===== src/design/lesq_pkg.sv =====
// ----------------------------------------------------------------------------
// lesq_pkg - shared types and constants for the largest empty square scan
// Field widths, reset values and the per-cell tag that travels with a beat.
// ----------------------------------------------------------------------------
package lesq_pkg;

    localparam int unsigned SIDE_W       = 11;           // run and side width
    localparam int unsigned GRID_W       = 11;           // grid_size register width
    localparam int unsigned LINE_W       = 2 * SIDE_W;   // {up run, side} per column
    localparam int unsigned MAX_SIZE_DEF = 1024;
    localparam logic [GRID_W-1:0] GRID_RESET = 11'd1024;

    // Tag carried from the raster counters to the cell arithmetic
    typedef struct packed {
        logic blocked;
        logic first_row;
        logic first_col;
        logic frame_end;
    } t_cell_flags;

endpackage


===== src/design/lesq_cell_calc.sv =====
// ----------------------------------------------------------------------------
// lesq_cell_calc - square side arithmetic, write-back and output register
// Forms the runs and the side from the line store data, writes them back,
// keeps the left run, diagonal side and best side, and holds the result beat.
// ----------------------------------------------------------------------------
module lesq_cell_calc #(
    parameter int unsigned MAX_SIZE = lesq_pkg::MAX_SIZE_DEF,
    parameter int unsigned AW       = $clog2(MAX_SIZE)
) (
    input  logic                        i_clk,
    input  logic                        i_rst_n,
    input  logic                        i_s1_valid,
    input  logic [AW-1:0]               i_s1_col,
    input  lesq_pkg::t_cell_flags       i_s1_flags,
    input  logic [lesq_pkg::LINE_W-1:0] i_rd_data,
    output logic                        o_s1_fire,
    output logic                        o_wr_en,
    output logic [AW-1:0]               o_wr_addr,
    output logic [lesq_pkg::LINE_W-1:0] o_wr_data,
    output logic                        o_out_valid,
    input  logic                        i_out_stall,
    output logic [lesq_pkg::SIDE_W-1:0] o_square_side,
    output logic [lesq_pkg::SIDE_W-1:0] o_best_side,
    output logic                        o_frame_done
);

    localparam int unsigned SW = lesq_pkg::SIDE_W;

    logic [SW-1:0]               r_left;
    logic [SW-1:0]               r_diag;
    logic [SW-1:0]               r_best;
    logic                        r_fwd_valid;
    logic [AW-1:0]               r_fwd_addr;
    logic [lesq_pkg::LINE_W-1:0] r_fwd_data;
    logic                        r_out_valid;
    logic [SW-1:0]               r_out_side;
    logic [SW-1:0]               r_out_best;
    logic                        r_out_done;

    logic [lesq_pkg::LINE_W-1:0] line;
    logic [SW-1:0] up_prev, old_side, diag, left_prev;
    logic [SW-1:0] left, up, diag_inc, side, best;

    assign o_s1_fire = i_s1_valid && (!r_out_valid || !i_out_stall);

    // previous beat's write lands on the same edge as this beat's read
    assign line = (r_fwd_valid && r_fwd_addr == i_s1_col) ? r_fwd_data : i_rd_data;

    always_comb begin
        up_prev   = i_s1_flags.first_row ? '0 : line[lesq_pkg::LINE_W-1:SW];
        old_side  = i_s1_flags.first_row ? '0 : line[SW-1:0];
        diag      = (i_s1_flags.first_row || i_s1_flags.first_col) ? '0 : r_diag;
        left_prev = i_s1_flags.first_col ? '0 : r_left;
        diag_inc  = diag + SW'(1);
        if (i_s1_flags.blocked) begin
            left = '0;
            up   = '0;
            side = '0;
        end else begin
            left = left_prev + SW'(1);
            up   = up_prev + SW'(1);
            side = (left < up) ? left : up;
            if (diag_inc < side) begin
                side = diag_inc;
            end
        end
        best = (side > r_best) ? side : r_best;
    end

    assign o_wr_en   = o_s1_fire;
    assign o_wr_addr = i_s1_col;
    assign o_wr_data = {up, side};

    always_ff @(posedge i_clk) begin
        if (!i_rst_n) begin
            r_left      <= '0;
            r_diag      <= '0;
            r_best      <= '0;
            r_fwd_valid <= 1'b0;
            r_out_valid <= 1'b0;
        end else begin
            if (o_s1_fire) begin
                r_left      <= left;
                r_diag      <= old_side;
                r_best      <= i_s1_flags.frame_end ? '0 : best;
                r_fwd_valid <= 1'b1;
                r_out_valid <= 1'b1;
            end else if (!i_out_stall) begin
                r_out_valid <= 1'b0;
            end
        end
    end

    always_ff @(posedge i_clk) begin
        if (o_s1_fire) begin
            r_fwd_addr <= i_s1_col;
            r_fwd_data <= {up, side};
            r_out_side <= side;
            r_out_best <= best;
            r_out_done <= i_s1_flags.frame_end;
        end
    end

    assign o_out_valid   = r_out_valid;
    assign o_square_side = r_out_side;
    assign o_best_side   = r_out_best;
    assign o_frame_done  = r_out_done;

endmodule

===== config.mk =====
export PLATFORM = sky130hd
export DESIGN_NAME = lesq_cell_calc
export DESIGN_NICKNAME = d
export VERILOG_FILES = /design/src/design/lesq_pkg.sv /design/src/design/lesq_cell_calc.sv
export SDC_FILE = /design/constraint.sdc
export NUM_CORES = 1
export LEC_CHECK = 0
export BUFFER_PORTS_ARGS = -buffer_cell sky130_fd_sc_hd__buf_2
export CAP_MARGIN = 10
export CORE_UTILIZATION = 40
export DETAILED_ROUTE_END_ITERATION = 7
export PLACE_DENSITY_LB_ADDON = 0.1
export SKIP_CTS_REPAIR_TIMING = 1
export SLEW_MARGIN = 20
export SYNTH_ARGS = -nofsm -noshare
export SYNTH_HDL_FRONTEND = slang
export SYNTH_SLANG_ARGS = --single-unit

===== constraint.sdc =====
create_clock -name i_clk -period 9.5 [get_ports i_clk]
set_input_delay 1.9 -clock i_clk [delete_from_list [all_inputs] [get_ports i_clk]]
set_output_delay 1.9 -clock i_clk [all_outputs]
set_load 0.01 [all_outputs]

* Word-level counts from Yosys, hierarchy flattened
Index checks and enable logic that the tools add are counted.
Cells by class: add/sub/neg operators 3, magnitude comparators 3, equal/unequal tests 2, multiplexer cells 14, reductions and logical operators 6
Operators with widths (count):
- 11-bit 2-to-1 mux | 11
- 11-bit by 1-bit adder with 11-bit output (second input constant) | 3
- 11-bit less-than comparator | 2
- 22-bit 2-to-1 mux | 1
- 11-bit > comparator | 1
- 10-bit equality test | 1
- 1-bit logical AND | 2
- 1-bit logical NOT | 2
- 1-bit logical OR | 2
- 1-bit 2-to-1 mux | 2
- 2-bit inequality test (second input constant) | 1
Storage, ports and cells: bits in registers 90, bits of input ports 40, output and inout bits 58, word-level logic and storage cells 38

* Logic depth before layout (Yosys ltp)
depth after elaboration 13, gate-level depth with buffers 39, mapped depth without buffers 33

* Worst setup path after synthesis
No wires, ideal clock.
path type input-to-output, start point input i_s1_col[3], end point output o_wr_data[2] in the netlist's numbering, data arrival time 7980 ps, required time 7600 ps, setup slack -380 ps, cell stages on the path 28, path buffers 4, cells stage by stage xor2_1 nor3_4 and3_1 buf_2 buf_1 nand2_1 a21oi_1 ha_1 nand3b_1 nor4_1 xor2_1 nor2_1 or3_1 ha_1 nand4_1 a211o_1 a211o_4 a2111oi_4 nor2_1 ha_1 a211oi_1 o211ai_1 o211ai_1 o31a_1 clkbuf_1 clkbuf_1 o21ai_0 a21oi_1
On the way: longest elaborated chain between the ends 10
RTL lines:
- from (decl) | RTL line lesq_cell_calc.sv:13 | input logic [AW-1:0] i_s1_col,
- 10-bit equality test * | RTL line lesq_cell_calc.sv:47 | assign line = (r_fwd_valid && r_fwd_addr == i_s1_col) ? r_fwd_data : i_rd_data;
- 1-bit logical AND * | RTL line lesq_cell_calc.sv:47
- 22-bit 2-to-1 mux * | RTL line lesq_cell_calc.sv:47
- 11-bit 2-to-1 mux * | RTL line lesq_cell_calc.sv:50 | up_prev = i_s1_flags.first_row ? '0 : line[lesq_pkg::LINE_W-1:SW];
- 11-bit by 1-bit adder with 11-bit output * | RTL line lesq_cell_calc.sv:61 | up = up_prev + SW'(1);
- 11-bit less-than comparator | RTL line lesq_cell_calc.sv:62 | side = (left < up) ? left : up;
- 11-bit 2-to-1 mux * | RTL line lesq_cell_calc.sv:62
- 11-bit less-than comparator | RTL line lesq_cell_calc.sv:63 | if (diag_inc < side) begin
- 11-bit 2-to-1 mux * | RTL line lesq_cell_calc.sv:63
- 11-bit 2-to-1 mux * | RTL line lesq_cell_calc.sv:55 | if (i_s1_flags.blocked) begin
- to (decl) | RTL line lesq_cell_calc.sv:19 | output logic [lesq_pkg::LINE_W-1:0] o_wr_data,
Mark *: on every way between the ends. The rest lies on a longest branch, timed or not.

* Final worst setup path
start point input i_s1_col[8], end point output o_wr_data[4] in the netlist's numbering
Same word-level chain as after synthesis.

==> out/metrics.csv <==
stage,metric,value,unit
sta,Max Fclk,105,MHz
critical_path,Setup CP Type,in2out,
layout,n_diodes,0,
pwr,leakage,3.11,nW
critical_path,"slowest stage delay, CP",0.41,ns
outcome,failing checks,setup timing,
layout,FF/Latch Area,2020,sq um
yosys,Mapped Area,5850,sq um
run,# Max-Cap Violations,0,
pwr,combinational share of power,0.232,
outcome,status,"complete, but fails checks",
route,starting DRC count in detailed routing,362,
place,Final HPWL DP,13.8,mm
place,routability cong.,0.899,
sta,final setup vio count,3,
clocking,CTS buffer count,9,
critical_path,slowest CP cell,a211o_4,
route,drt drc,0,
floorplanning,Ports,98,
floorplanning,die height,123,um
sta,RSZ-0062 raised after global routing,yes,
pwr,design internal power,0.000779,W
clocking,CTS Sinks,79,
critical_path,Worst EP arrival,7.62,ns
layout,Multi-input gate area,3820,sq um
clocking,H-tree levels,3,
yosys,Synth Net Count,723,
pwr,sw power,0.000299,W
floorplanning,Die X,123,um
sta,"Hold Vio Cnt, Final",0,
yosys,Gate Count Post-Synth,649,
route,DR WL/cell,18.9,um
route,routed vias,5498,
layout,layout cells sized above 1,0.361,
worst_hold_path,class of the worst hold path,reg2reg,
clocking,CTS tree,yes,
layout,Layout area overhead,33.0,%
sta,fin crit share,1.00,
clocking,"CTS clk-pin slew, worst paths",0.06,ns
critical_path,CP Max Fanout,8,
yosys,"FFs w/ async S/R, synth",0,
yosys,ys flop type,edfxtp_1,
pwr,sequential share of power,0.362,
grt,initial antenna violation count,0,
grt,first-pass GRT wire length,27.8,mm
sta,Setup Skew,0.0109,ns
layout,Fill cells,1326,
grt,vias in the first global route,5075,
sta,min Tclk post-route,9.52,ns
yosys,register area share after synthesis,0.346,
layout,Final nets,869,
grt,grt ovf,0,
yosys,post-synth cell types,63,
pwr,PwrDens,138,nW/um^2
grt,gr usage total,0.246,
sta,relative slew slack,0.372,
pwr,Clk pwr share,0.407,
yosys,yosys warns,0,
critical_path,Setup crit end kind,output port,
route,drt total wl,18.6,mm
clocking,buffer levels on the longest clock path,2,
critical_path,nature of the critical path startpoint,input pin,
pwr,maximum VDD drop,105,uV
place,DP Area,6830,sq um
clocking,clock latency on the worst-skew pair,0.35,ns
route,drt via density,5.61,
clocking,CTS root buf,clkbuf_16,
place,Place WS,-0.127,ns
yosys,Post-synth EDFFs,44,
floorplanning,initial core utilization,0.415,
sta,setup ws final,-0.0200,ns
layout,"Design Area, Final",7780,sq um
yosys,register bit total from synthesis,79,
grt,largest net degree at the start of global routing,37,
pwr,Net Sw Frac,0.277,
sta,Slew @ Worst Pin,0.936,ns
route,1st-pass router iterations,5,
critical_path,Worst Path Required,7.60,ns
place,port bufs,97,
floorplanning,row count,43,
floorplanning,CORE AREA,14100,sq um
yosys,Mean Syn Cell Area,9.02,sq um
floorplanning,die footprint,15100,sq um
sta,fin. max-slew vios,0,
route,Post-DRT Antenna Nets,0,
-- cell usage after synthesis (all sizes together), types with 2 or more instances --
library cell,count,area (sq um)
and4,6,55.1
nor4,3,18.8
a22oi,19,143
o211ai,29,273
nor2,54,203
clkbuf,22,86.3
or2,3,18.8
mux2i,2,20.0
nand3,28,150
nand2b,5,31.3
o2111ai,11,96.3
nor3,22,121
nand4,16,100
a31o,2,17.5
buf,33,236
xnor2,18,158
a2111oi,5,125
xor2,25,219
or3,6,37.5
o221ai,7,73.8
nand3b,5,37.5
o21a,8,60.1
o21ai,16,80.1
o31a,2,17.5
edfxtp,44,1320
nand2,61,231
a21boi,2,15.0
a21oi,32,164
a211o,3,35.0
nor3b,2,15.0
nor2b,26,163
ha,34,425
a211oi,6,55.1
and3,13,81.3
and2,6,37.5
dfxtp,35,701
o31ai,5,37.5
inv,22,82.6
a21o,2,15.0
-- final timing paths --
check                     start              to  slack [ns]  cells past startpoint
setup reg to reg  r_fwd_addr[3]  o_best_side[1]        1.50                     36
hold / removal        r_best[3]       r_best[3]        0.48                      2
setup / recovery    i_s1_col[8]    o_wr_data[4]       -0.02                     27
hold reg to reg       r_best[3]       r_best[3]        0.48                      2
-- kinds of logic after synthesis --
kind of cell	after synthesis	synth area share
xor+xnor	43	0.0644
flops	79	0.346
buf+inv	77	0.0693
mux	3	0.00535
simple gates	258	0.226
fa+ha+maj	34	0.0727
compound gates	155	0.217
-- sequential cells by signal, indices dropped and copies added (netlist names) --
register,cells
o_best_side,11
r_left,11
o_out_valid,1
r_fwd_valid,1
r_diag,11
r_fwd_addr,10
r_fwd_data,22
r_best,11
o_frame_done,1
-- worst max-delay path: cells and delay by family --
kind | cells | cell delay (ns)
compound gates | 9 | 2.23
simple gates | 10 | 1.77
xor+xnor | 2 | 0.39
mux | 1 | 0.16
buf+inv | 2 | 0.29
fa+ha+maj | 3 | 0.89
-- metrics by stage --
| stage | hold slack (ns) | utilization | power (W) | std cells | TNS [ns] |
|---|---|---|---|---|---|
| after floorplan | 0.446 | - | 0.000519 | 649 | 0 |
| after global placement | 0.460 | 0.484 | 0.000607 | 941 | 0 |
| after detailed placement | 0.470 | 0.484 | 0.000606 | 941 | -0.674 |
| after CTS | 0.478 | 0.511 | 0.00105 | 957 | -0.733 |
| after global routing | 0.511 | 0.552 | 0.00112 | 980 | -2.40 |
| final | 0.477 | 0.552 | 0.00108 | 980 | -0.0395 |
-- layer usage --
layer / up-vias / part of all wire / GRT usage
li1: 2687 / - / -
met3: 24 / 0.050 / 0.0429
met2: 153 / 0.45 / 0.370
met4: 0 / 0.019 / 0.0777
met5: - / 0 / 0
met1: 2634 / 0.49 / 0.356
-- layout make-up --
type,count,area share
clock buffers,11,0.0312
clock inverters,5,0.0166
inverters,22,0.0106
multi-input cells,494,0.491
flip-flops and latches,79,0.260
well taps,180,0.0289
repair buffers,189,0.162
-- layout by cell type, fill, tap and decap left out, types with 5 or more instances in the layout --
cell type  netlist  layout
nand2_1         60      60
and2_1           6       6
buf_6            2       6
a21oi_2          1      14
dfxtp_1         35      35
o2111ai_1       11      10
ha_1            34      30
xor2_1          25      23
nand2b_1         5       5
xnor2_1         18      12
o21ai_0         15      14
nor2_1          54      52
nand3_1         26      26
a22oi_1         19      19
buf_2            3      95
inv_1           22      21
buf_4           25      83
edfxtp_1        44      44
a2111oi_4        4       5
nor3_1          21      15
and3_1          13      11
a21oi_1         31      17
xnor2_2          0       6
o21a_1           8       7
nor2b_1         26      26
nand4_1         16      16
clkbuf_16        0      10
nor3_2           0       6
nand3b_1         5       5
o211ai_1        18      18
o211ai_2        11       7
-- power groups by stage --
stage	clock, W	sequential (W)	combinational [W]
floorplan	0	0.000395	0.000124
global placement	0	0.000396	0.000211
detailed placement	0	0.000396	0.000210
CTS	0.000447	0.000389	0.000212
global route	0.000460	0.000391	0.000271
finish	0.000438	0.000390	0.000250
Note: power is estimated with default switching activity, not from simulation.
