<file path="config.mk">
export PLATFORM = sky130hd
export DESIGN_NAME = lesq_scan_ctrl
export DESIGN_NICKNAME = d
export VERILOG_FILES = /design/src/design/lesq_pkg.sv /design/src/design/lesq_scan_ctrl.sv
export SDC_FILE = /design/constraint.sdc
export NUM_CORES = 1
export LEC_CHECK = 0
export BUFFER_PORTS_ARGS = -buffer_cell sky130_fd_sc_hd__buf_4
export CAP_MARGIN = 25
export CORE_MARGIN = 2
export CORE_UTILIZATION = 54
export DETAILED_ROUTE_END_ITERATION = 8
export PLACE_DENSITY = 0.74
export SLEW_MARGIN = 20
export SYNTH_ARGS = -nofsm -noshare
export SYNTH_HDL_FRONTEND = slang
export SYNTH_SLANG_ARGS = --single-unit
</file>
<file path="constraint.sdc">
create_clock -name i_clk -period 14.9 [get_ports i_clk]
set_input_delay 0.745 -clock i_clk [delete_from_list [all_inputs] [get_ports i_clk]]
set_output_delay 0.745 -clock i_clk [all_outputs]
set_load 0.02 [all_outputs]
</file>
<file path="src/design/lesq_pkg.sv">
// ----------------------------------------------------------------------------
// lesq_pkg - shared types and constants for the largest empty square scan
// Field widths, reset values and the per-cell tag that travels with a beat.
// ----------------------------------------------------------------------------
package lesq_pkg;

    localparam int unsigned SIDE_W       = 11;           // run and side width
    localparam int unsigned GRID_W       = 11;           // grid_size register width
    localparam int unsigned LINE_W       = 2 * SIDE_W;   // {up run, side} per column
    localparam int unsigned MAX_SIZE_DEF = 1024;
    localparam logic [GRID_W-1:0] GRID_RESET = 11'd1024;

    // Tag carried from the raster counters to the cell arithmetic
    typedef struct packed {
        logic blocked;
        logic first_row;
        logic first_col;
        logic frame_end;
    } t_cell_flags;

endpackage

</file>
<file path="src/design/lesq_scan_ctrl.sv">
// ----------------------------------------------------------------------------
// lesq_scan_ctrl - raster position counters and the read stage
// Holds grid_size, tracks row and column, issues the line store read and
// keeps the beat's column and flags for the arithmetic stage.
// ----------------------------------------------------------------------------
module lesq_scan_ctrl #(
    parameter int unsigned MAX_SIZE = lesq_pkg::MAX_SIZE_DEF,
    parameter int unsigned AW       = $clog2(MAX_SIZE)
) (
    input  logic                        i_clk,
    input  logic                        i_rst_n,
    input  logic                        i_cfg_we,
    input  logic [lesq_pkg::GRID_W-1:0] i_cfg_data,
    input  logic                        i_in_valid,
    output logic                        o_in_stall,
    input  logic                        i_cell_blocked,
    input  logic                        i_s1_fire,
    output logic                        o_s1_valid,
    output logic [AW-1:0]               o_s1_col,
    output lesq_pkg::t_cell_flags       o_s1_flags,
    output logic                        o_rd_en,
    output logic [AW-1:0]               o_rd_addr
);

    localparam int unsigned CMP_W = (AW + 1 > lesq_pkg::GRID_W) ? AW + 1 : lesq_pkg::GRID_W;

    logic [lesq_pkg::GRID_W-1:0] r_grid_size;
    logic [AW-1:0]               r_col, n_col;
    logic [AW-1:0]               r_row, n_row;
    logic                        r_s1_valid;
    logic [AW-1:0]               r_s1_col;
    lesq_pkg::t_cell_flags       r_s1_flags;

    logic [CMP_W-1:0]      gs_ext;
    logic [AW-1:0]         last;
    logic [AW-1:0]         col_eff;
    logic [AW-1:0]         row_eff;
    logic                  row_end;
    logic                  accept;
    lesq_pkg::t_cell_flags flags;

    always_comb begin
        gs_ext = CMP_W'(r_grid_size);
        if (gs_ext == '0) begin
            last = '0;
        end else if (gs_ext > CMP_W'(MAX_SIZE)) begin
            last = AW'(MAX_SIZE - 1);
        end else begin
            last = AW'(gs_ext - CMP_W'(1));
        end
    end

    always_comb begin
        col_eff = (r_col > last) ? last : r_col;
        row_eff = (r_row > last) ? last : r_row;
        row_end = (col_eff == last);

        flags.blocked   = i_cell_blocked;
        flags.first_row = (row_eff == '0);
        flags.first_col = (col_eff == '0);
        flags.frame_end = row_end && (row_eff == last);

        n_col = r_col;
        n_row = r_row;
        if (row_end) begin
            n_col = '0;
            n_row = flags.frame_end ? '0 : row_eff + AW'(1);
        end else begin
            n_col = col_eff + AW'(1);
            n_row = row_eff;
        end
    end

    assign o_in_stall = r_s1_valid && !i_s1_fire;
    assign accept     = i_in_valid && !o_in_stall;

    always_ff @(posedge i_clk) begin
        if (!i_rst_n) begin
            r_grid_size <= lesq_pkg::GRID_RESET;
            r_col       <= '0;
            r_row       <= '0;
            r_s1_valid  <= 1'b0;
        end else begin
            if (i_cfg_we) begin
                r_grid_size <= i_cfg_data;
            end
            if (accept) begin
                r_col      <= n_col;
                r_row      <= n_row;
                r_s1_valid <= 1'b1;
            end else if (i_s1_fire) begin
                r_s1_valid <= 1'b0;
            end
        end
    end

    always_ff @(posedge i_clk) begin
        if (accept) begin
            r_s1_col   <= col_eff;
            r_s1_flags <= flags;
        end
    end

    assign o_s1_valid = r_s1_valid;
    assign o_s1_col   = r_s1_col;
    assign o_s1_flags = r_s1_flags;
    assign o_rd_en    = accept;
    assign o_rd_addr  = col_eff;

endmodule

</file>
# [After elaboration in Yosys (flattened, before gate mapping)]
# Index checks and enable logic that the tools add are counted.
[word_totals] reg_bits=46 word_cells=35 inputBits=17 output_inout_bits=27
[op_classes] addsub=3 magnitude_cmp=3 reduce_logical=9 eq_ne=2 muxes=9
[ops] op="two-way mux 10 bit" count=7
[ops] op="adder 10 x 1 -> 10 bit, second input constant" count=2
[ops] op="== test 10 bit" count=2
[ops] op="> comparator 10 bit" count=2
[ops] op="zero test 10 bit" count=2
[ops] op="> comparator 11 bit, second input constant" count=1
[ops] op="zero test 11 bit" count=1
[ops] op="subtractor 10 x 1 -> 10 bit, second input constant" count=1
[ops] op="logical AND 1 bit" count=3
[ops] op="zero test 1 bit" count=2
[ops] op="two-way mux 1 bit" count=2
[ops] op="nonzero test 2 bit" count=1

# [Longest topological paths before layout]
# Gate-level depths: netlist of run 1.
[depth] depth_word=9 ltp_mapped=23 ltp_nobuf=20

# [Least setup slack after synthesis of run 1]
# Ideal clock, no wire load.
[synth_timing] path_kind="register -> register" start="register r_grid_size, in the netlist gs_ext[0]" end="register r_col[8]" setup_ps=87 path_buffers=5 stages_incl_launch_ff=24 t_arrival_ps=5199 path_slack_ps=9614 period_less_slack_ps=5286 required_ps=14813 cell_sequence="dfxtp_1 > clkbuf_1 > inv_1 > ha_1 > or3b_2 > clkbuf_1 > a211oi_1 > or2_2 > buf_2 > inv_1 > ha_1 > nand2_1 > nor3_1 > a221oi_1 > a32oi_1 > clkbuf_1 > clkbuf_1 > nor2_1 > a21oi_1 > ha_1 > nand4_1 > nor3_1 > xnor2_1 > o31ai_1"
[synth_between] elab_chain_len=7 word_cells_on_any_way=10 classes_between="2 x add/sub; 2 x order compare; 1 x eq/ne; 4 x mux; 1 x reduce/logical"
[synth_rtl] element="start, declared" line_no="lesq_scan_ctrl.sv:27" text="logic [lesq_pkg::GRID_W-1:0] r_grid_size;"
[synth_rtl] element="start signal, assigned" line_no="lesq_scan_ctrl.sv:79" text="r_grid_size <= lesq_pkg::GRID_RESET;"
[synth_rtl] element="start signal, assigned" line_no="lesq_scan_ctrl.sv:85" text="r_grid_size <= i_cfg_data;"
[synth_rtl] element="subtractor 10 x 1 -> 10 bit or > comparator 11 bit (tied branches)" line_no="lesq_scan_ctrl.sv:49, lesq_scan_ctrl.sv:46"
[synth_rtl] element="two-way mux 10 bit" line_no="lesq_scan_ctrl.sv:46" text="end else if (gs_ext > CMP_W'(MAX_SIZE)) begin"
[synth_rtl] element="two-way mux 10 bit (*)" line_no="lesq_scan_ctrl.sv:44" text="if (gs_ext == '0) begin"
[synth_rtl] element="> comparator 10 bit" line_no="lesq_scan_ctrl.sv:54" text="col_eff = (r_col > last) ? last : r_col;"
[synth_rtl] element="two-way mux 10 bit (*)" line_no="lesq_scan_ctrl.sv:54"
[synth_rtl] element="named net o_rd_addr[1]" line_no="lesq_scan_ctrl.sv:22" text="output logic [AW-1:0] o_rd_addr"
[synth_rtl] element="adder 10 x 1 -> 10 bit or == test 10 bit (tied branches)" line_no="lesq_scan_ctrl.sv:69, lesq_scan_ctrl.sv:56"
[synth_rtl] element="two-way mux 10 bit (*)" line_no="lesq_scan_ctrl.sv:65" text="if (row_end) begin"
[synth_rtl] element="end signal, assigned" line_no="lesq_scan_ctrl.sv:88" text="r_col <= n_col;"
[synth_rtl] element="end, declared" line_no="lesq_scan_ctrl.sv:28" text="logic [AW-1:0] r_col, n_col;"
# Mark *: on every way through the listed nets, which the timed path passes. The rest lies on a longest branch.
# A chain may end at the register's enable or synchronous reset.

# [Final worst setup path of run 1]
[layout_timing] start="register r_grid_size, in the netlist gs_ext[0]" end="output o_rd_addr[5]"
[layout_between] elab_chain_len=5 word_cells_on_any_way=7 classes_between="1 x add/sub; 2 x order compare; 3 x mux; 1 x reduce/logical"
[layout_rtl] element="subtractor 10 x 1 -> 10 bit or > comparator 11 bit (tied branches)" line_no="lesq_scan_ctrl.sv:49, lesq_scan_ctrl.sv:46"
[layout_rtl] element="two-way mux 10 bit" line_no="lesq_scan_ctrl.sv:46"
[layout_rtl] element="two-way mux 10 bit (*)" line_no="lesq_scan_ctrl.sv:44"
[layout_rtl] element="> comparator 10 bit" line_no="lesq_scan_ctrl.sv:54"
[layout_rtl] element="two-way mux 10 bit (*)" line_no="lesq_scan_ctrl.sv:54"
[layout_rtl] element="end, declared" line_no="lesq_scan_ctrl.sv:22"
# Mark *: on every way between the ends. The rest lies on a longest branch, timed or not.

==> impl_metrics.ini, run 1 <==
[placement]
placed_cells = 593
dpl.hpwl_um = 8670
port_buffers = 43
gp_congestion = 1.04
dp_slack_ns = 9.23

[grt]
grt_pass1_vias = 3601
grt_use_total_pct = 28.8
grt_antenna_before_repair = 0
grt_max_degree = 30
overflow = 0
grt_pass1_wl_um = 18800

[drt]
met3_wirelength_um = 893
top_layer_used = met4
avgRoutedWirePerCell_um = 19.3
wl_met2_um = 5450
ant_nets = 0
dr_total_vias = 3904
drt_iter0_drc = 362
vias_per_cell = 6.49
routedLengthMet1_um = 4890
firstDrtPassIters = 5
routed_wl_um = 11600
drc = 0

[critical_path]
path_delay_family = simple AND/OR/NAND/NOR gates
start_kind = register
slowest_stage = a32oi_2
critPathMaxFanout = 12
reg2reg_depth = 21
startpoint = gs_ext[0]$_SDFFE_PN0P_
path_cells = inv_1 > ha_1 > or3b_2 > a211oi_1 > or2_2 > inv_1 > ha_1 > nand2_1 > nor3_1 > a221oi_1 > a32oi_2 > buf_4 > mux2i_1 > inv_1 > buf_4
cp-end-kind = primary output
max_stage_delay_ns = 0.62
critPathBufInv = 5
crit_type = reg -> out
critPathArrivalTime_ns = 5.09
r2r-end = r_row[6]$_SDFFE_PN0P_
cpMostUsedCell = inv_1
rrSetupSlack_ns = 9.22
cp.depth = 15
required_ns = 14.16
reg2reg_from = gs_ext[0]$_SDFFE_PN0P_
crit_end = o_rd_addr[5]

[layout]
final_cells = 602
drive_above_1_share_pct = 16.3
num-fill-cells = 643
multi_input_area_mm2 = 0.00267
diodes = 0
area_delta_synth_final_pct = 11.8
ff_latch_area_mm2 = 0.00106
nNetsFinal = 544
finish.utilization_pct = 61.9

[logic_synthesis]
synth_seq_cells = 46
ys_dominant_reg_cell = dfxtp_1
synth-warning-count = 0
ys_seq_area_share_pct = 26.7
ys_types = 89
synth_edf_count = 14
synth_area_leader_cell = dfxtp_1
synth.top_cell.area_share_pct = 16.1
syn_area_mm2 = 0.00397
async_flop_share_pct = 0
ys_top_cells_by_area = dfxtp_1 16%, edfxtp_1 11%, ha_1 7.9%, mux2i_1 5.3%, nor2_1 3.4%
synth_fp_nets = 516
syn_avg_cell_area_um2 = 8.38
netlist_instances = 474

[clock_tree]
root_buffer = clkbuf_8
cts_tree = done
numCtsBuffers = 5
htreeDepth = 2
cts.repair.resized = 0
ctsHoldBuffers = 0
post_cts_buffers = 0
clock-sinks = 46
cts.path.max_buffers = 2
insertion_delay_ns = 0.31
cts.clk_slew.worst_paths_ns = 0.09

[timing]
finalHoldViolations = 0
setup_violations = 0
fin_ws_ns = 9.06
period_needed_ns = 5.84
finalCritPeriodShare_pct = 39.2
max_freq_ghz = 0.171
max_slew.worst_pin.slew_ns = 0.870
max_slew_margin_pct = 40.5
grt_setup_unrepaired = no
fin_setup_tns_ns = 0
drv_slew = 0
fin_skew_ns = 0.00784

[floorplan]
dieArea_mm2 = 0.00806
io_pins = 44
coreArea_mm2 = 0.00718
dieHeight_um = 89.8
dieWidth_um = 89.8
initial_core_util_pct = 55.4
row_count = 31

[run_status]
outcome = finished clean

[power]
powerDensity_mw_per_mm2 = 72.6
irDropWorstVdd_v = 0.0000326
p_leak_uw = 0.00188

[run]
drv_cap = 0

[worst_hold_path]
hold_depth = 2
min_path_type = reg -> reg
worst min path at each step:
stage,from,end,slack (ns)
3_5_place_dp,r_col[9]$_SDFFE_PN0P_,r_col[9]$_SDFFE_PN0P_,0.54
5_1_grt,r_col[9]$_SDFFE_PN0P_,r_col[9]$_SDFFE_PN0P_,0.59
2_1_floorplan,r_col[8]$_SDFFE_PN0P_,r_col[8]$_SDFFE_PN0P_,0.48
4_1_cts,r_col[9]$_SDFFE_PN0P_,r_col[9]$_SDFFE_PN0P_,0.55
6_report,r_col[9]$_SDFFE_PN0P_,r_col[9]$_SDFFE_PN0P_,0.55
3_3_place_gp,r_col[9]$_SDFFE_PN0P_,r_col[9]$_SDFFE_PN0P_,0.51
per-stage QoR:
stage	hold slack [ns]	power [uW]	area, um^2
global placement	0.509	223	4320
CTS	0.553	322	4430
global route	0.590	338	4440
detailed placement	0.539	225	4320
finish	0.548	323	4440
floorplan	0.480	201	3970
state kept, by name, summed over array words and instances (netlist names):
register,count
o_s1_valid,1
r_col,10
r_row,10
o_s1_col,10
gs_ext,11
o_s1_flags,4
placed cells by master (no fill, tap or decap), types with 8 or more instances in the layout:
master / count
nor2_1: 36
nor3_1: 13
nand2_1: 35
nand4_1: 14
edfxtp_1: 14
xnor2_1: 14
a21oi_1: 20
inv_1: 34
dfxtp_1: 32
o21ai_0: 22
nand3_1: 12
and3_1: 8
buf_4: 45
ha_1: 25
nor2b_1: 15
mux2i_1: 21
final cells by class:
cell class                      instances  area share, %
Inverter                               36           3.15
Clock inverter                          3          0.986
Clock buffer                            5           1.55
Sequential cell                        46           23.9
Tap cell                               99           2.79
Multi-Input combinational cell        368           60.0
Timing Repair Buffer                   45           7.61
worst min-delay path: stages (launching register included):
cell and delay [ns]:
dfxtp_1 0.37, nand3_1 0.08, o31ai_1 0.06
report_power, final:
part	total [uW]	internal, uW	switching (uW)	leakage [uW]
combinational	81.2	30.4	50.8	0.00142
sequential	143	134	8.15	0.000401
clock	98.8	50.4	48.4	0.0000585
routing by layer:
| metal | GRT usage (%) | vias to the layer above |
|---|---|---|
| met2 | 47.7 | 210 |
| met3 | 4.11 | 45 |
| met4 | 11.3 | 0 |
| met5 | 0 | - |
| li1 | - | 1824 |
| met1 | 38.0 | 1825 |
Yosys cell counts (3+ instances only):
cell type   n
nand2_1    35
buf_1       4
a21oi_1    20
a31oi_1     3
or3_1       5
a41oi_1     4
dfxtp_1    32
nor2b_1    15
nand3_1    12
o21ai_0    22
nand2b_1    3
mux2i_1    21
and4_1      3
inv_1      34
a21boi_0    5
nand4_1    14
a22oi_1     5
and2_1      6
o31ai_1     7
a21o_1      7
xnor2_1    14
buf_2       3
nor2_1     36
clkbuf_1   14
and3_1      8
a211oi_1    5
nor3_1     13
nor4_1      5
edfxtp_1   14
ha_1       25
logic make-up after synthesis:
| kind of cell | count (synthesis) | share of synthesized area, % |
|---|---|---|
| multiplexers | 22 | 5.57 |
| adder cells (fa/ha/maj) | 27 | 8.38 |
| flip-flops | 46 | 26.7 |
| AND/OR/NAND/NOR | 176 | 24.4 |
| XOR/XNOR | 16 | 3.53 |
| buffers and inverters | 60 | 6.36 |
| AO/OA/AOI/OAI | 127 | 25.0 |
(Power assumes the default switching activity.)
==> run 2: changes to the inputs <==
==> constraint.sdc (replaced) <==
create_clock -name i_clk -period 5.8 [get_ports i_clk]
set_input_delay 0.29 -clock i_clk [delete_from_list [all_inputs] [get_ports i_clk]]
set_output_delay 0.29 -clock i_clk [all_outputs]
set_load 0.02 [all_outputs]
==> run 2 against run 1 <==
Against the previous run: first-iteration DRC count up 25%; clock power up 110%; highest routed layer unchanged; combinational power rose to 2.6 times the previous value; count of clock-buffer cells in the layout up 1; sequential power rose to 2.5 times the previous value; critical path type is now reg -> reg; critical endpoint is now r_row[6]$_SDFFE_PN0P_; sequential cell count unchanged; die area unchanged.
==> impl_metrics.ini, run 2 (synthesized netlist as in run 1, its figures left out) <==
[run_status]
outcome = finished clean

[layout]
diodes = 0
nNetsFinal = 547
area_delta_synth_final_pct = 12.0
drive_above_1_share_pct = 16.6
layout_commonest_cell = buf_4
final_cell_mix = 48 x buf_4, 36 x nor2_1, 35 x nand2_1, 34 x inv_1, 32 x dfxtp_1
num-fill-cells = 643
largest_reg_flops = 11

[drt]
ant_nets = 0
dr_total_vias = 3906
firstDrtPassIters = 5
drc = 0
drt_iter0_drc = 452
routed_wl_um = 11400
avgRoutedWirePerCell_um = 18.9
vias_per_cell = 6.46

[grt]
overflow = 0
grt_pass1_wl_um = 18700
grt_antenna_before_repair = 0
grt_pass1_vias = 3641
grt_max_degree = 30
grt_use_total_pct = 28.5

[worst_hold_path]
hold_depth = 1
min_path_type = in -> reg

[run]
drv_cap = 0

[critical_path]
critPathMaxFanout = 11
critPathArrivalTime_ns = 5.46
required_ns = 6.00
cp-end-kind = register
start_kind = register
crit_type = reg -> reg
reg2reg_depth = 19

[clock_tree]
cts.clk_slew.worst_paths_ns = 0.10
numCtsBuffers = 5
root_buffer = clkbuf_8
clock-sinks = 46
post_cts_buffers = 0
htreeDepth = 2
cts_tree = done
cts.path.max_buffers = 2
cts.repair.resized = 0
ctsHoldBuffers = 0
insertion_delay_ns = 0.30

[power]
switching_share_pct = 34.8
p_clk_share_pct = 26.3
p_switching_uw = 272
irDropWorstVdd_v = 0.000102
powerDensity_mw_per_mm2 = 176
power_frac_comb_pct = 27.2
p_seq_share_pct = 46.5
p_leak_uw = 0.00188
internal-power_uw = 511

[timing]
max_slew_margin_pct = 42.8
max_freq_ghz = 0.190
fin_ws_ns = 0.539
period_needed_ns = 5.26
finalHoldViolations = 0
drv_slew = 0
finalCritPeriodShare_pct = 90.7
fin_setup_tns_ns = 0
grt_setup_unrepaired = no
setup_violations = 0
fin_skew_ns = 0.00646
max_slew.worst_pin.slew_ns = 0.857

[floorplan]
dieArea_mm2 = 0.00806
io_pins = 44
dieHeight_um = 89.8
coreArea_mm2 = 0.00718
dieWidth_um = 89.8
row_count = 31
initial_core_util_pct = 55.4

[placement]
port_buffers = 43
dpl.hpwl_um = 8740
gp_congestion = 0.990
dp_slack_ns = 0.631
[run 2: cell types whose count changed in the layout (fill, tap and decap cells not counted), sizes merged]
cell / previous run / this run
inv: 36 / 35
buf: 45 / 48
clkinv: 2 / 3
bufinv: 1 / 0
clkbuf: 5 / 6
[run 2: worst max-delay path: stages, from the launching register on]
cell and delay (ns):
dfxtp_1 0.41, inv_1 0.13, ha_1 0.27, nor3b_2 0.49
nand3_1 0.37, o21ai_0 0.36, nand2_1 0.16, inv_1 0.22
ha_1 0.30, a21oi_1 0.14, o21ai_0 0.12, a2111o_1 0.48
nand2_1 0.29, nand2_1 0.09, o21ai_0 0.14, ha_1 0.34
inv_1 0.15, or4_1 0.54, nand3_1 0.09, o21ai_1 0.05
[run 2: path summary, 6_finish.rpt]
| check | from | to | slack, ns |
|---|---|---|---|
| setup reg to reg | gs_ext[0]$_SDFFE_PN0P_ | r_row[6]$_SDFFE_PN0P_ | 0.54 |
| hold / removal | i_cell_blocked | o_s1_flags[3]$_DFFE_PP_ | 0.16 |
| hold reg to reg | r_col[9]$_SDFFE_PN0P_ | r_col[9]$_SDFFE_PN0P_ | 0.56 |
| setup / recovery | gs_ext[0]$_SDFFE_PN0P_ | r_row[6]$_SDFFE_PN0P_ | 0.54 |
[run 2: final cells by class]
class | count | area [um^2] | share of cell area [%]
Inverter | 36 | 140 | 3.15
Tap cell | 99 | 124 | 2.78
Sequential cell | 46 | 1060 | 23.8
Clock inverter | 2 | 13.8 | 0.309
Multi-Input combinational cell | 368 | 2680 | 60.2
Clock buffer | 6 | 72.6 | 1.63
Timing Repair Buffer | 48 | 360 | 8.10
[run 2: stage by stage]
| step | hold slack (ns) | util (%) | instances | cell area (um^2) | power (uW) |
|---|---|---|---|---|---|
| floorplan | 0.389 | - | 474 | 3970 | 516 |
| global placement | 0.469 | 60.6 | 597 | 4350 | 574 |
| detailed placement | 0.474 | 60.6 | 597 | 4350 | 579 |
| CTS | 0.160 | 61.8 | 605 | 4440 | 784 |
| global route | 0.157 | 62.0 | 605 | 4450 | 820 |
| finish | 0.162 | 62.0 | 605 | 4450 | 783 |
[run 2: power groups by stage]
stage / Combinational (uW) / Sequential, uW / Clock, uW
6_report: 213 / 364 / 206
5_1_grt: 233 / 366 / 220
4_1_cts: 209 / 363 / 211
3_5_place_dp: 208 / 371 / 0
3_3_place_gp: 204 / 370 / 0
2_1_floorplan: 147 / 369 / 0
[run 2: metal layers]
metal | wire [um] | track usage (%) | up-vias
met5 | 0 | 0 | -
met4 | 416 | 12.3 | 0
met3 | 782 | 4.19 | 41
met2 | 5450 | 47.0 | 189
met1 | 4790 | 37.4 | 1839
li1 | - | - | 1837
==> run 3: changes to the inputs <==
==> constraint.sdc (replaced) <==
create_clock -name i_clk -period 5.3 [get_ports i_clk]
set_input_delay 0.265 -clock i_clk [delete_from_list [all_inputs] [get_ports i_clk]]
set_output_delay 0.265 -clock i_clk [all_outputs]
set_load 0.02 [all_outputs]
==> run 3 against run 2 <==
Against the previous run: worst setup slack worse by 0.17 ns; sequential cell count stayed put; via count is 0.33% higher; critical endpoint unchanged; design area is 0.82% higher; final cell count is 0.83% higher; largest power group unchanged.
==> impl_metrics.ini, run 3 (synthesized netlist as in run 1, its figures left out) <==
[grt]
grt_use_total_pct = 28.9
grt_antenna_before_repair = 0
grt_max_degree = 30
grt_pass1_vias = 3650
overflow = 0
grt_pass1_wl_um = 19100

[layout]
num-fill-cells = 641
nNetsFinal = 552
largest_reg_flops = 11
layout_commonest_cell = buf_4
drive_above_1_share_pct = 17.8
final_cell_mix = 53 x buf_4, 36 x nor2_1, 35 x nand2_1, 34 x inv_1, 32 x dfxtp_1
diodes = 0
area_delta_synth_final_pct = 12.9

[timing]
setup_violations = 0
fin_ws_ns = 0.367
drv_slew = 0
max_slew.worst_pin.slew_ns = 0.844
max_freq_ghz = 0.203
max_slew_margin_pct = 43.7
fin_skew_ns = 0.0116
grt_setup_unrepaired = no
finalCritPeriodShare_pct = 93.1
finalHoldViolations = 0
period_needed_ns = 4.93
fin_setup_tns_ns = 0

[clock_tree]
htreeDepth = 2
ctsHoldBuffers = 0
cts.clk_slew.worst_paths_ns = 0.10
clock-sinks = 46
insertion_delay_ns = 0.31
cts.path.max_buffers = 2
root_buffer = clkbuf_8
cts_tree = done
numCtsBuffers = 5
cts.repair.resized = 0
post_cts_buffers = 0

[placement]
gp_congestion = 0.949
dp_slack_ns = 0.475
dpl.hpwl_um = 8700
port_buffers = 43

[power]
irDropWorstVdd_v = 0.000110
powerDensity_mw_per_mm2 = 192
p_leak_uw = 0.00191

[critical_path]
cp-end-kind = register
r2r-end = r_row[6]$_SDFFE_PN0P_
start_kind = register
critPathArrivalTime_ns = 5.14
required_ns = 5.51
reg2reg_depth = 20
critPathMaxFanout = 12
crit_end = r_row[6]$_SDFFE_PN0P_
startpoint = gs_ext[2]$_SDFFE_PN0P_
rrSetupSlack_ns = 0.37
reg2reg_from = gs_ext[2]$_SDFFE_PN0P_
crit_type = reg -> reg

[run_status]
outcome = finished clean

[drt]
vias_per_cell = 6.42
firstDrtPassIters = 5
avgRoutedWirePerCell_um = 19.1
drc = 0
drt_iter0_drc = 452
routed_wl_um = 11600
ant_nets = 0
dr_total_vias = 3919

[run]
drv_cap = 0

[floorplan]
dieWidth_um = 89.8
io_pins = 44
coreArea_mm2 = 0.00718
dieHeight_um = 89.8
dieArea_mm2 = 0.00806
initial_core_util_pct = 55.4
row_count = 31

[worst_hold_path]
hold_start = i_cell_blocked
min_path_type = in -> reg
run 3: worst max-delay path, cell delays in order, from the launching register on:
cell and delay [ns]:
dfxtp_1 0.43, nor4_1 0.66, a21boi_0 0.30, o21ai_0 0.21
buf_4 0.17, nand2_1 0.07, inv_1 0.22, ha_1 0.31
a21oi_1 0.16, o21ai_0 0.13, a2111oi_0 0.49, buf_4 0.21
nor2_1 0.06, nor2_1 0.09, a21oi_1 0.08, inv_1 0.11
ha_1 0.28, inv_1 0.16, or4_1 0.55, nand3_1 0.10
o21ai_1 0.06
run 3: worst min path at each step:
stage                              end  slack [ns]  cells past startpoint
5_1_grt        o_s1_flags[3]$_DFFE_PP_        0.13                      1
2_1_floorplan  o_s1_flags[3]$_DFFE_PP_        0.36                      0
3_3_place_gp   o_s1_flags[3]$_DFFE_PP_        0.44                      1
3_5_place_dp   o_s1_flags[3]$_DFFE_PP_        0.45                      1
4_1_cts        o_s1_flags[3]$_DFFE_PP_        0.13                      1
6_report       o_s1_flags[3]$_DFFE_PP_        0.13                      1
run 3: layer usage:
metal	track usage, %	vias to the layer above	share of wire, %
met5	0	-	0
met4	7.56	0	2.6
met3	3.86	40	7.1
met2	48.4	191	46
met1	39.6	1848	44
li1	-	1840	-
run 3: area by class of cell:
type / instances / area, um^2 / share of cell area [%]
clock buffer: 6 / 72.6 / 1.62
timing repair buffer: 53 / 398 / 8.87
tap: 99 / 124 / 2.76
inverter: 36 / 140 / 3.12
clock inverter: 2 / 13.8 / 0.307
sequential: 46 / 1060 / 23.7
multi-input combinational: 368 / 2680 / 59.7
run 3: per-stage QoR:
stage | cells | power [uW] | instance area, um^2 | utilization (%) | hold slack, ns
final | 610 | 862 | 4490 | 62.5 | 0.133
after global routing | 610 | 899 | 4490 | 62.5 | 0.135
after CTS | 610 | 857 | 4480 | 62.4 | 0.134
after detailed placement | 602 | 637 | 4390 | 61.2 | 0.447
after global placement | 602 | 633 | 4390 | 61.2 | 0.444
after floorplan | 474 | 565 | 3970 | - | 0.364
run 3: where the power goes:
part,internal [uW],switching (uW)
sequential,378,19.8
combinational,92.0,148
clock,93.5,131
